### src/design/spd_pkg.sv
// ----------------------------------------------------------------------------
// spd_pkg
// Shared types, constants and helpers of the slotted page directory.
// ----------------------------------------------------------------------------
package spd_pkg;

   // page geometry
   localparam int PAGE_BYTES   = 8192;
   localparam int MAX_SLOTS    = 2048;
   localparam int ALIGN_BYTES  = 8;
   localparam int HEADER_BYTES = 8;
   localparam int SLOT_BYTES   = 4;

   // field and register widths
   localparam int BND_W    = 14;
   localparam int CNT_W    = 12;
   localparam int ADDR_W   = 11;
   localparam int SIZE_W   = 14;
   localparam int SLOT_W   = 11;
   localparam int OFF_W    = 13;
   localparam int FREE_W   = 14;
   localparam int SPEC_W   = 13;
   localparam int ACT_W    = 3;
   localparam int FLAG_W   = 2;
   localparam int STS_W    = 2;
   localparam int IDX_W    = 1;

   // actions
   localparam logic [ACT_W-1:0] ACT_INIT    = 3'd0;
   localparam logic [ACT_W-1:0] ACT_ADD     = 3'd1;
   localparam logic [ACT_W-1:0] ACT_DELETE  = 3'd2;
   localparam logic [ACT_W-1:0] ACT_COMPACT = 3'd3;
   localparam logic [ACT_W-1:0] ACT_QUERY   = 3'd4;

   // result status codes
   localparam logic [STS_W-1:0] STS_OK        = 2'd0;
   localparam logic [STS_W-1:0] STS_OVERWRITE = 2'd1;
   localparam logic [STS_W-1:0] STS_NO_ROOM   = 2'd2;
   localparam logic [STS_W-1:0] STS_INVALID   = 2'd3;

   // configuration register indexes
   localparam logic [IDX_W-1:0] REG_SHUFFLE = 1'd0;
   localparam logic [IDX_W-1:0] REG_SPECIAL = 1'd1;

   typedef struct packed {
      logic [BND_W-1:0]  off;
      logic [SIZE_W-1:0] len;
      logic [FLAG_W-1:0] flags;
   } dir_entry_type;

   typedef enum logic [4:0] {
      CMD_NONE,
      CMD_LOAD,
      CMD_INIT,
      CMD_SRCH_RD,
      CMD_SRCH_CK,
      CMD_SRCH_MISS,
      CMD_CHK_RD,
      CMD_CHK_CK,
      CMD_ROOM,
      CMD_SH_RD,
      CMD_SH_WR,
      CMD_ADD_WR,
      CMD_DEL_BAD,
      CMD_DEL_RD,
      CMD_DEL_CK,
      CMD_DEL_MRD,
      CMD_DEL_MWR,
      CMD_DEL_FIN,
      CMD_CLR_RD,
      CMD_CLR_WR,
      CMD_CMP_INIT,
      CMD_SEL_RD,
      CMD_SEL_CK,
      CMD_SEL_END,
      CMD_CP_RD,
      CMD_CP_WR,
      CMD_CMP_FIN,
      CMD_OUT
   } dp_cmd_type;

   typedef struct packed {
      logic [ACT_W-1:0] action;
      logic             n_zero;
      logic             ovw_mode;
      logic             del_invalid;
      logic             idx_end;
      logic             del_end;
      logic             srch_hit;
      logic             ovw_bad;
      logic             room_fail;
      logic             need_shift;
      logic             idx_eq_n;
      logic             best_found;
      logic             rsp_busy;
   } dp_status_type;

   typedef enum logic [4:0] {
      S_IDLE,
      S_DISPATCH,
      S_INIT,
      S_SRCH,
      S_SRCH_CK,
      S_CHK_RD,
      S_CHK_CK,
      S_ROOM,
      S_SH_RD,
      S_SH_WR,
      S_ADD_WR,
      S_DEL_RD,
      S_DEL_CK,
      S_DEL_LOOP,
      S_DEL_MRD,
      S_DEL_MWR,
      S_DEL_FIN,
      S_CLR_LOOP,
      S_CLR_RD,
      S_CLR_WR,
      S_SEL_LOOP,
      S_SEL_RD,
      S_SEL_CK,
      S_SEL_END,
      S_CP_LOOP,
      S_CP_RD,
      S_CP_WR,
      S_CMP_FIN,
      S_OUT
   } ctrl_state_type;

   // round a length up to the item alignment
   function automatic logic [SIZE_W:0] align_up(input logic [SIZE_W-1:0] x);
      logic [SIZE_W:0] s;
      s = {1'b0, x} + (SIZE_W+1)'(ALIGN_BYTES - 1);
      return s & ~((SIZE_W+1)'(ALIGN_BYTES - 1));
   endfunction

   // add two offsets, saturating at the page end
   function automatic logic [BND_W-1:0] sat_add(input logic [BND_W-1:0] a,
                                                input logic [SIZE_W:0]  b);
      logic [BND_W+1:0] s;
      s = {2'b00, a} + {1'b0, b};
      return (s > (BND_W+2)'(PAGE_BYTES)) ? BND_W'(PAGE_BYTES) : s[BND_W-1:0];
   endfunction

endpackage

### src/design/spd_ctrl.sv
// ----------------------------------------------------------------------------
// spd_ctrl
// Sequencer of the slot directory: walks each action through its passes.
// ----------------------------------------------------------------------------
module spd_ctrl (
   input  logic                   clock,
   input  logic                   reset,
   input  logic                   req_tvalid,
   output logic                   req_tready,
   input  spd_pkg::dp_status_type dp_status,
   output spd_pkg::dp_cmd_type    dp_cmd
);
   import spd_pkg::*;

   ctrl_state_type state_ff, state_in;

   // state register
   always_ff @(posedge clock) begin
      if (reset) begin
         state_ff <= S_IDLE;
      end else begin
         state_ff <= state_in;
      end
   end

   // next state and commands
   always_comb begin
      state_in   = state_ff;
      dp_cmd     = CMD_NONE;
      req_tready = 1'b0;
      unique case (state_ff)
         S_IDLE: begin
            req_tready = 1'b1;
            if (req_tvalid) begin
               dp_cmd   = CMD_LOAD;
               state_in = S_DISPATCH;
            end
         end
         S_DISPATCH: begin
            case (dp_status.action)
               ACT_INIT:    state_in = S_INIT;
               ACT_ADD: begin
                  if (dp_status.n_zero) begin
                     state_in = S_SRCH;
                  end else if (dp_status.ovw_mode) begin
                     state_in = S_CHK_RD;
                  end else begin
                     state_in = S_ROOM;
                  end
               end
               ACT_DELETE: begin
                  if (dp_status.del_invalid) begin
                     dp_cmd   = CMD_DEL_BAD;
                     state_in = S_OUT;
                  end else begin
                     state_in = S_DEL_RD;
                  end
               end
               ACT_COMPACT: state_in = S_CLR_LOOP;
               default:     state_in = S_OUT;
            endcase
         end
         S_INIT: begin
            dp_cmd   = CMD_INIT;
            state_in = S_OUT;
         end
         S_SRCH: begin
            if (dp_status.idx_end) begin
               dp_cmd   = CMD_SRCH_MISS;
               state_in = S_ROOM;
            end else begin
               dp_cmd   = CMD_SRCH_RD;
               state_in = S_SRCH_CK;
            end
         end
         S_SRCH_CK: begin
            dp_cmd   = CMD_SRCH_CK;
            state_in = dp_status.srch_hit ? S_ROOM : S_SRCH;
         end
         S_CHK_RD: begin
            dp_cmd   = CMD_CHK_RD;
            state_in = S_CHK_CK;
         end
         S_CHK_CK: begin
            dp_cmd   = CMD_CHK_CK;
            state_in = dp_status.ovw_bad ? S_OUT : S_ROOM;
         end
         S_ROOM: begin
            dp_cmd = CMD_ROOM;
            if (dp_status.room_fail) begin
               state_in = S_OUT;
            end else if (dp_status.need_shift) begin
               state_in = S_SH_RD;
            end else begin
               state_in = S_ADD_WR;
            end
         end
         S_SH_RD: begin
            dp_cmd   = CMD_SH_RD;
            state_in = S_SH_WR;
         end
         S_SH_WR: begin
            dp_cmd   = CMD_SH_WR;
            state_in = dp_status.idx_eq_n ? S_ADD_WR : S_SH_RD;
         end
         S_ADD_WR: begin
            dp_cmd   = CMD_ADD_WR;
            state_in = S_OUT;
         end
         S_DEL_RD: begin
            dp_cmd   = CMD_DEL_RD;
            state_in = S_DEL_CK;
         end
         S_DEL_CK: begin
            dp_cmd   = CMD_DEL_CK;
            state_in = S_DEL_LOOP;
         end
         S_DEL_LOOP: begin
            state_in = dp_status.del_end ? S_DEL_FIN : S_DEL_MRD;
         end
         S_DEL_MRD: begin
            dp_cmd   = CMD_DEL_MRD;
            state_in = S_DEL_MWR;
         end
         S_DEL_MWR: begin
            dp_cmd   = CMD_DEL_MWR;
            state_in = S_DEL_LOOP;
         end
         S_DEL_FIN: begin
            dp_cmd   = CMD_DEL_FIN;
            state_in = S_OUT;
         end
         S_CLR_LOOP: begin
            if (dp_status.idx_end) begin
               dp_cmd   = CMD_CMP_INIT;
               state_in = S_SEL_LOOP;
            end else begin
               state_in = S_CLR_RD;
            end
         end
         S_CLR_RD: begin
            dp_cmd   = CMD_CLR_RD;
            state_in = S_CLR_WR;
         end
         S_CLR_WR: begin
            dp_cmd   = CMD_CLR_WR;
            state_in = S_CLR_LOOP;
         end
         S_SEL_LOOP: begin
            state_in = dp_status.idx_end ? S_SEL_END : S_SEL_RD;
         end
         S_SEL_RD: begin
            dp_cmd   = CMD_SEL_RD;
            state_in = S_SEL_CK;
         end
         S_SEL_CK: begin
            dp_cmd   = CMD_SEL_CK;
            state_in = S_SEL_LOOP;
         end
         S_SEL_END: begin
            dp_cmd   = CMD_SEL_END;
            state_in = dp_status.best_found ? S_SEL_LOOP : S_CP_LOOP;
         end
         S_CP_LOOP: begin
            state_in = dp_status.idx_end ? S_CMP_FIN : S_CP_RD;
         end
         S_CP_RD: begin
            dp_cmd   = CMD_CP_RD;
            state_in = S_CP_WR;
         end
         S_CP_WR: begin
            dp_cmd   = CMD_CP_WR;
            state_in = S_CP_LOOP;
         end
         S_CMP_FIN: begin
            dp_cmd   = CMD_CMP_FIN;
            state_in = S_OUT;
         end
         S_OUT: begin
            if (!dp_status.rsp_busy) begin
               dp_cmd   = CMD_OUT;
               state_in = S_IDLE;
            end
         end
         default: state_in = S_IDLE;
      endcase
   end

   // an accepted beat always starts work
   a_accept_busy: assert property (@(posedge clock) disable iff (reset)
      (req_tvalid && req_tready) |=> (state_ff == S_DISPATCH))
      else $error("accepted beat did not start work");

   // a result leaves once the output register is free
   a_out_drain: assert property (@(posedge clock) disable iff (reset)
      (state_ff == S_OUT && !dp_status.rsp_busy) |=> (state_ff == S_IDLE))
      else $error("result not handed to output register");

   // the shift pass ends at the insert slot
   a_shift_end: assert property (@(posedge clock) disable iff (reset)
      (state_ff == S_SH_WR && dp_status.idx_eq_n) |=> (state_ff == S_ADD_WR))
      else $error("shift pass overran insert slot");

endmodule

### config.mk
export PLATFORM = sky130hd
export DESIGN_NAME = spd_ctrl
export DESIGN_NICKNAME = d
export VERILOG_FILES = /design/src/design/spd_pkg.sv /design/src/design/spd_ctrl.sv
export SDC_FILE = /design/constraint.sdc
export NUM_CORES = 1
export LEC_CHECK = 0
export CAP_MARGIN = 20
export CELL_PAD_IN_SITES_DETAIL_PLACEMENT = 1
export CELL_PAD_IN_SITES_GLOBAL_PLACEMENT = 1
export CORE_UTILIZATION = 47
export CTS_CLUSTER_DIAMETER = 200
export DETAILED_ROUTE_END_ITERATION = 8
export DONT_BUFFER_PORTS = 1
export PLACE_DENSITY_LB_ADDON = 0.1
export SLEW_MARGIN = 25
export SYNTH_ARGS = -nofsm -noshare
export SYNTH_HDL_FRONTEND = slang
export SYNTH_SLANG_ARGS = --single-unit
### constraint.sdc
create_clock -name clock -period 4.16 [get_ports clock]
set_clock_uncertainty 0.05 [all_clocks]
set_input_delay 0.832 -clock clock [delete_from_list [all_inputs] [get_ports clock]]
set_output_delay 0.832 -clock clock [all_outputs]
set_load 0.01 [all_outputs]
== Word-level counts from Yosys, hierarchy flattened ==
Index checks and enable logic that the tools add are counted.
W data, S select, Z words.
Storage, ports and cells
  output and inout port bits: 6
  register bits: 5
  input port bits: 18
  logic and storage cells: 65
Operators by class
  mux-type cells: 26
  reduce and logical (&&, ||, !) cells: 5
  equal/unequal tests: 33
Operators by type and width (count)
  $pmux W5 S26: 1
  $pmux W5 S25: 1
  $eq A5 B5 Y1 const B: 13
  $eq A5 B4 Y1 const B: 8
  $mux W5: 8
  $eq A5 B3 Y1 const B: 4
  $pmux W5 S4: 1
  $mux W2: 6
  $mux W3: 4
  $mux W4: 3
  $eq A5 B2 Y1 const B: 2
  $eq A3 B2 Y1 const B: 2
  $eq A5 B1 Y1 const B: 1
  $logic_not A5 Y1: 1
  $ne A2 B2 Y1 const B: 2
  $reduce_or A4 Y1: 1
  $eq A3 B1 Y1 const B: 1
  $logic_not A3 Y1: 1
  $mux W1: 2
  $reduce_and A2 Y1: 1
  $reduce_or A2 Y1: 1

== Longest topological paths before layout ==
  word-level depth: 4
  gate-level depth with buffers: 7
  mapped depth without buffers: 4

== Least setup slack after synthesis ==
Ideal clock, no wire load.
  path kind: input to output
  start: in dp_status[8] (netlist name)
  end: out dp_cmd[1]
  stages on the path: 4
  setup slack: 1717 ps
  arrival: 1561 ps
  cells stage by stage: or2_2 > a21boi_0 > o22ai_1 > a221o_1
On the way
  cells in the longest elaborated chain, start to end: 2
RTL lines
  start: declaration: RTL line spd_ctrl.sv:10  | input spd_pkg::dp_status_type dp_status,
  $mux W3: RTL line spd_ctrl.sv:68  | if (dp_status.idx_end) begin
  $pmux W5 S26: RTL line spd_ctrl.sv:31  | unique case (state_ff)
  end: declaration: RTL line spd_ctrl.sv:11  | output spd_pkg::dp_cmd_type dp_cmd
Every way passes these cells.

== Worst setup path in the final report ==
  start: reg state_ff[0]
  end: out dp_cmd[0]
On the way
  cells in the longest elaborated chain, start to end: 2
RTL lines
  start: declaration: RTL line spd_ctrl.sv:15  | ctrl_state_type state_ff, state_in;
  start signal: assignment: RTL line spd_ctrl.sv:22  | state_ff <= state_in;
  $eq A5 B5 Y1 (tied with other cells): RTL line spd_ctrl.sv:31
  $pmux W5 S26 *: RTL line spd_ctrl.sv:31
Mark *: on every way between the ends. The rest lies on a longest branch, timed or not.

==> qor.yml <==
outcome:
  status: "complete, no violations"
routing:
  routedWlPerCell_um: 19.36
  drt-total-wl_mm: 3.292
  via_per_inst: 6.771
  drt_pass1_iterations: 5
  drtIter0Drc: 12
  via_count: 1151
  ant_nets: 0
  drc_errors: 0
worst_hold_path:
  hold-path-endpoint: "state_ff[2]$_SDFFE_PP0P_"
  holdPathStages: 1
  hp-class: "input pin to flip-flop"
  min_from: "reset"
yosys:
  ys_seq_area_share_pct: 9.490
  synth_flop_cell: "dfxtp_1"
  synth.distinct_cells: 51
  synth_area_per_cell_um2: 6.849
  yosys_warnings: 0
  synth-seq-cells: 5
  synth_edf_count: 0
  yosys.area.top_type: "dfxtp_1"
  mappedNetlistArea_mm2: 0.001055
  synth_nets: 172
  synth_top_area_share_pct: 9.490
  async_flop_share_pct: 0
  syn_inst: 154
  yosys-top-cells-area: "dfxtp_1 (9.5%), nand2b_1 (7.1%), o21ai_0 (6.2%), buf_2 (4.7%), a21oi_1 (4.3%)"
clock_network:
  cts-root-buf: "clkbuf_4"
  clockBufferDepth: 2
  cts_max_level: 1
  holdBufCountCts: 0
  cts_resized: 0
  cts_inserted_buffers: 3
  cts.clk_slew.worst_paths_ps: 50
  cts_tree: "done"
  cts_setup_buffers: 0
  numClockSinks: 5
  clk_latency_ps: 230
setup_path:
  start_kind: "flip-flop"
  reg2reg_depth: 4
  crit_family: "flip-flops"
  crit_buf_inv: 1
  cp_data_required_time_ps: 3280
  r2r_start: "state_ff[1]$_SDFFE_PP0P_"
  crit_arrival_ps: 2160
  crit_path_cell_trace: "inv_1, o211ai_1, o21ai_0, o31ai_1"
  cpPeakStageDelay_ps: 910
  critPathMaxFanout: 28
  cp_slowest_cell: "dfxtp_1"
  critPathKind: "flip-flop to output pin"
  r2r_end: "state_ff[0]$_SDFFE_PP0P_"
  critPathLaunch: "state_ff[0]$_SDFFE_PP0P_"
  end_kind: "output pin"
  regToRegSetupSlack_ps: 1940
pwr:
  clock_power_share_pct: 8.1
  power_density_mw_per_mm2: 653.9
  ir_drop_v: 0.0003056
  switching_share_pct: 56.22
  power_switching_mw: 0.3781
  combPwrFrac_pct: 61.8
  seqPwrFrac_pct: 30.1
  intPower_mw: 0.2944
  power_leakage_nw: 0.3106
grt:
  grt_pass1_vias: 1166
  grt_use_total_pct: 29.66
  antenna_found_initial: 0
  grt_overflow_total: 0
  grt_pass1_wl_mm: 5.699
  grt_max_degree: 34
layout:
  fin_util_pct: 50.37
  syn_to_final_growth_pct: -2.491
  diodes: 0
  final_cell_mix: "o21ai_0 (13), nand2b_1 (12), nor2_1 (11)"
  reg_top3: "state_ff x5"
  largest_reg_flops: 5
  final_common_cell: "o21ai_0"
  drive_above_1_share_pct: 6.993
  regMostFlops: "state_ff"
  final_nets: 162
  nFillCells: 278
sta:
  post-route-min-period_ps: 3040
  report.final.setup_viol: 0
  worst_slew_pin_slew_ps: 949.3
  grt_setup_unrepaired: "no"
  final-hold-violation-count: 0
  tns_ps: 0
  relSlewSlack_pct: 36.63
  fmax_ghz: 0.3289
  min_period_over_period_pct: 73.08
  slew_viol_final: 0
floorplanning:
  die_x_um: 49.37
  die_h_um: 49.37
  rows: 16
  dieArea_mm2: 0.002437
  start_util_pct: 51.65
  ios: 24
  core_mm2: 0.002042
flow_run:
  cap_violations: 0
place:
  post-dp-hpwl_mm: 2.417
  port_buffers: 0
  globalplace.congestion: 0.9178
stage by stage:
step	std cells	cell area (um^2)	total power, mW	worst slack [ps]	hold WS, ps
5_1_grt	170	1028	0.7406	946.1	600.6
3_3_place_gp	166	1001	0.5975	1432	858.0
2_1_floorplan	154	1055	0.5467	1717	683.6
6_report	170	1028	0.6725	1120	614.2
3_5_place_dp	166	1001	0.6153	1361	858.0
4_1_cts	170	1027	0.6704	1110	611.6
area by class of cell:
cell class | count | area (um^2) | area share, %
clock buffer | 4 | 26.28 | 2.555
multi-input combinational | 128 | 844.6 | 82.12
tap | 27 | 33.78 | 3.285
inverter | 6 | 22.52 | 2.190
sequential | 5 | 101.3 | 9.854
cell usage after synthesis, types with 3 or more instances:
| master | instances |
|---|---|
| o21ai_0 | 13 |
| nand2b_1 | 12 |
| nor2_1 | 11 |
| buf_2 | 10 |
| a21oi_1 | 9 |
| inv_1 | 6 |
| nand2_1 | 6 |
| nor2b_1 | 6 |
| a211oi_1 | 5 |
| dfxtp_1 | 5 |
| nor3_1 | 5 |
| nand3b_1 | 4 |
| a21o_1 | 3 |
| a31oi_1 | 3 |
| buf_4 | 3 |
| nand3_1 | 3 |
| nor3b_1 | 3 |
| nor4_1 | 3 |
| o211ai_1 | 3 |
| o21a_1 | 3 |
worst max-delay path by stage:
stage	to	slack, ps	cells past startpoint
final	dp_cmd[0]	1120	4
after global routing	dp_cmd[2]	950	4
after CTS	dp_cmd[1]	1110	4
after detailed placement	dp_cmd[1]	1360	4
after global placement	dp_cmd[1]	1430	4
after floorplan	dp_cmd[1]	1720	4
power by group through the flow:
stage                     combinational, mW  clock, mW  sequential, mW
after detailed placement              0.416          0           0.199
after global routing                  0.460     0.0629           0.217
after CTS                             0.416     0.0561           0.198
after floorplan                       0.473          0          0.0742
after global placement                0.405          0           0.192
final                                 0.415     0.0543           0.203
logic make-up (layout without fill, tap and decap cells):
family / Yosys count / count (layout) / synth area share [%]
buffers and inverters: 21 / 10 / 10.44
DFF: 5 / 5 / 9.490
AOI/OAI and AO/OA: 63 / 63 / 41.52
and+or+nand+nor: 64 / 64 / 37.60
muxes: 1 / 1 / 0.9490
per-layer routing:
layer | wire length [um] | up-vias | track usage (%)
li1 | - | 570 | -
met1 | 1579 | 527 | 44.63
met4 | 31 | 0 | 9.048
met2 | 1418 | 48 | 42.01
met3 | 261 | 6 | 4.984
met5 | 0 | - | 0
Power figures use the tool's default switching activity.
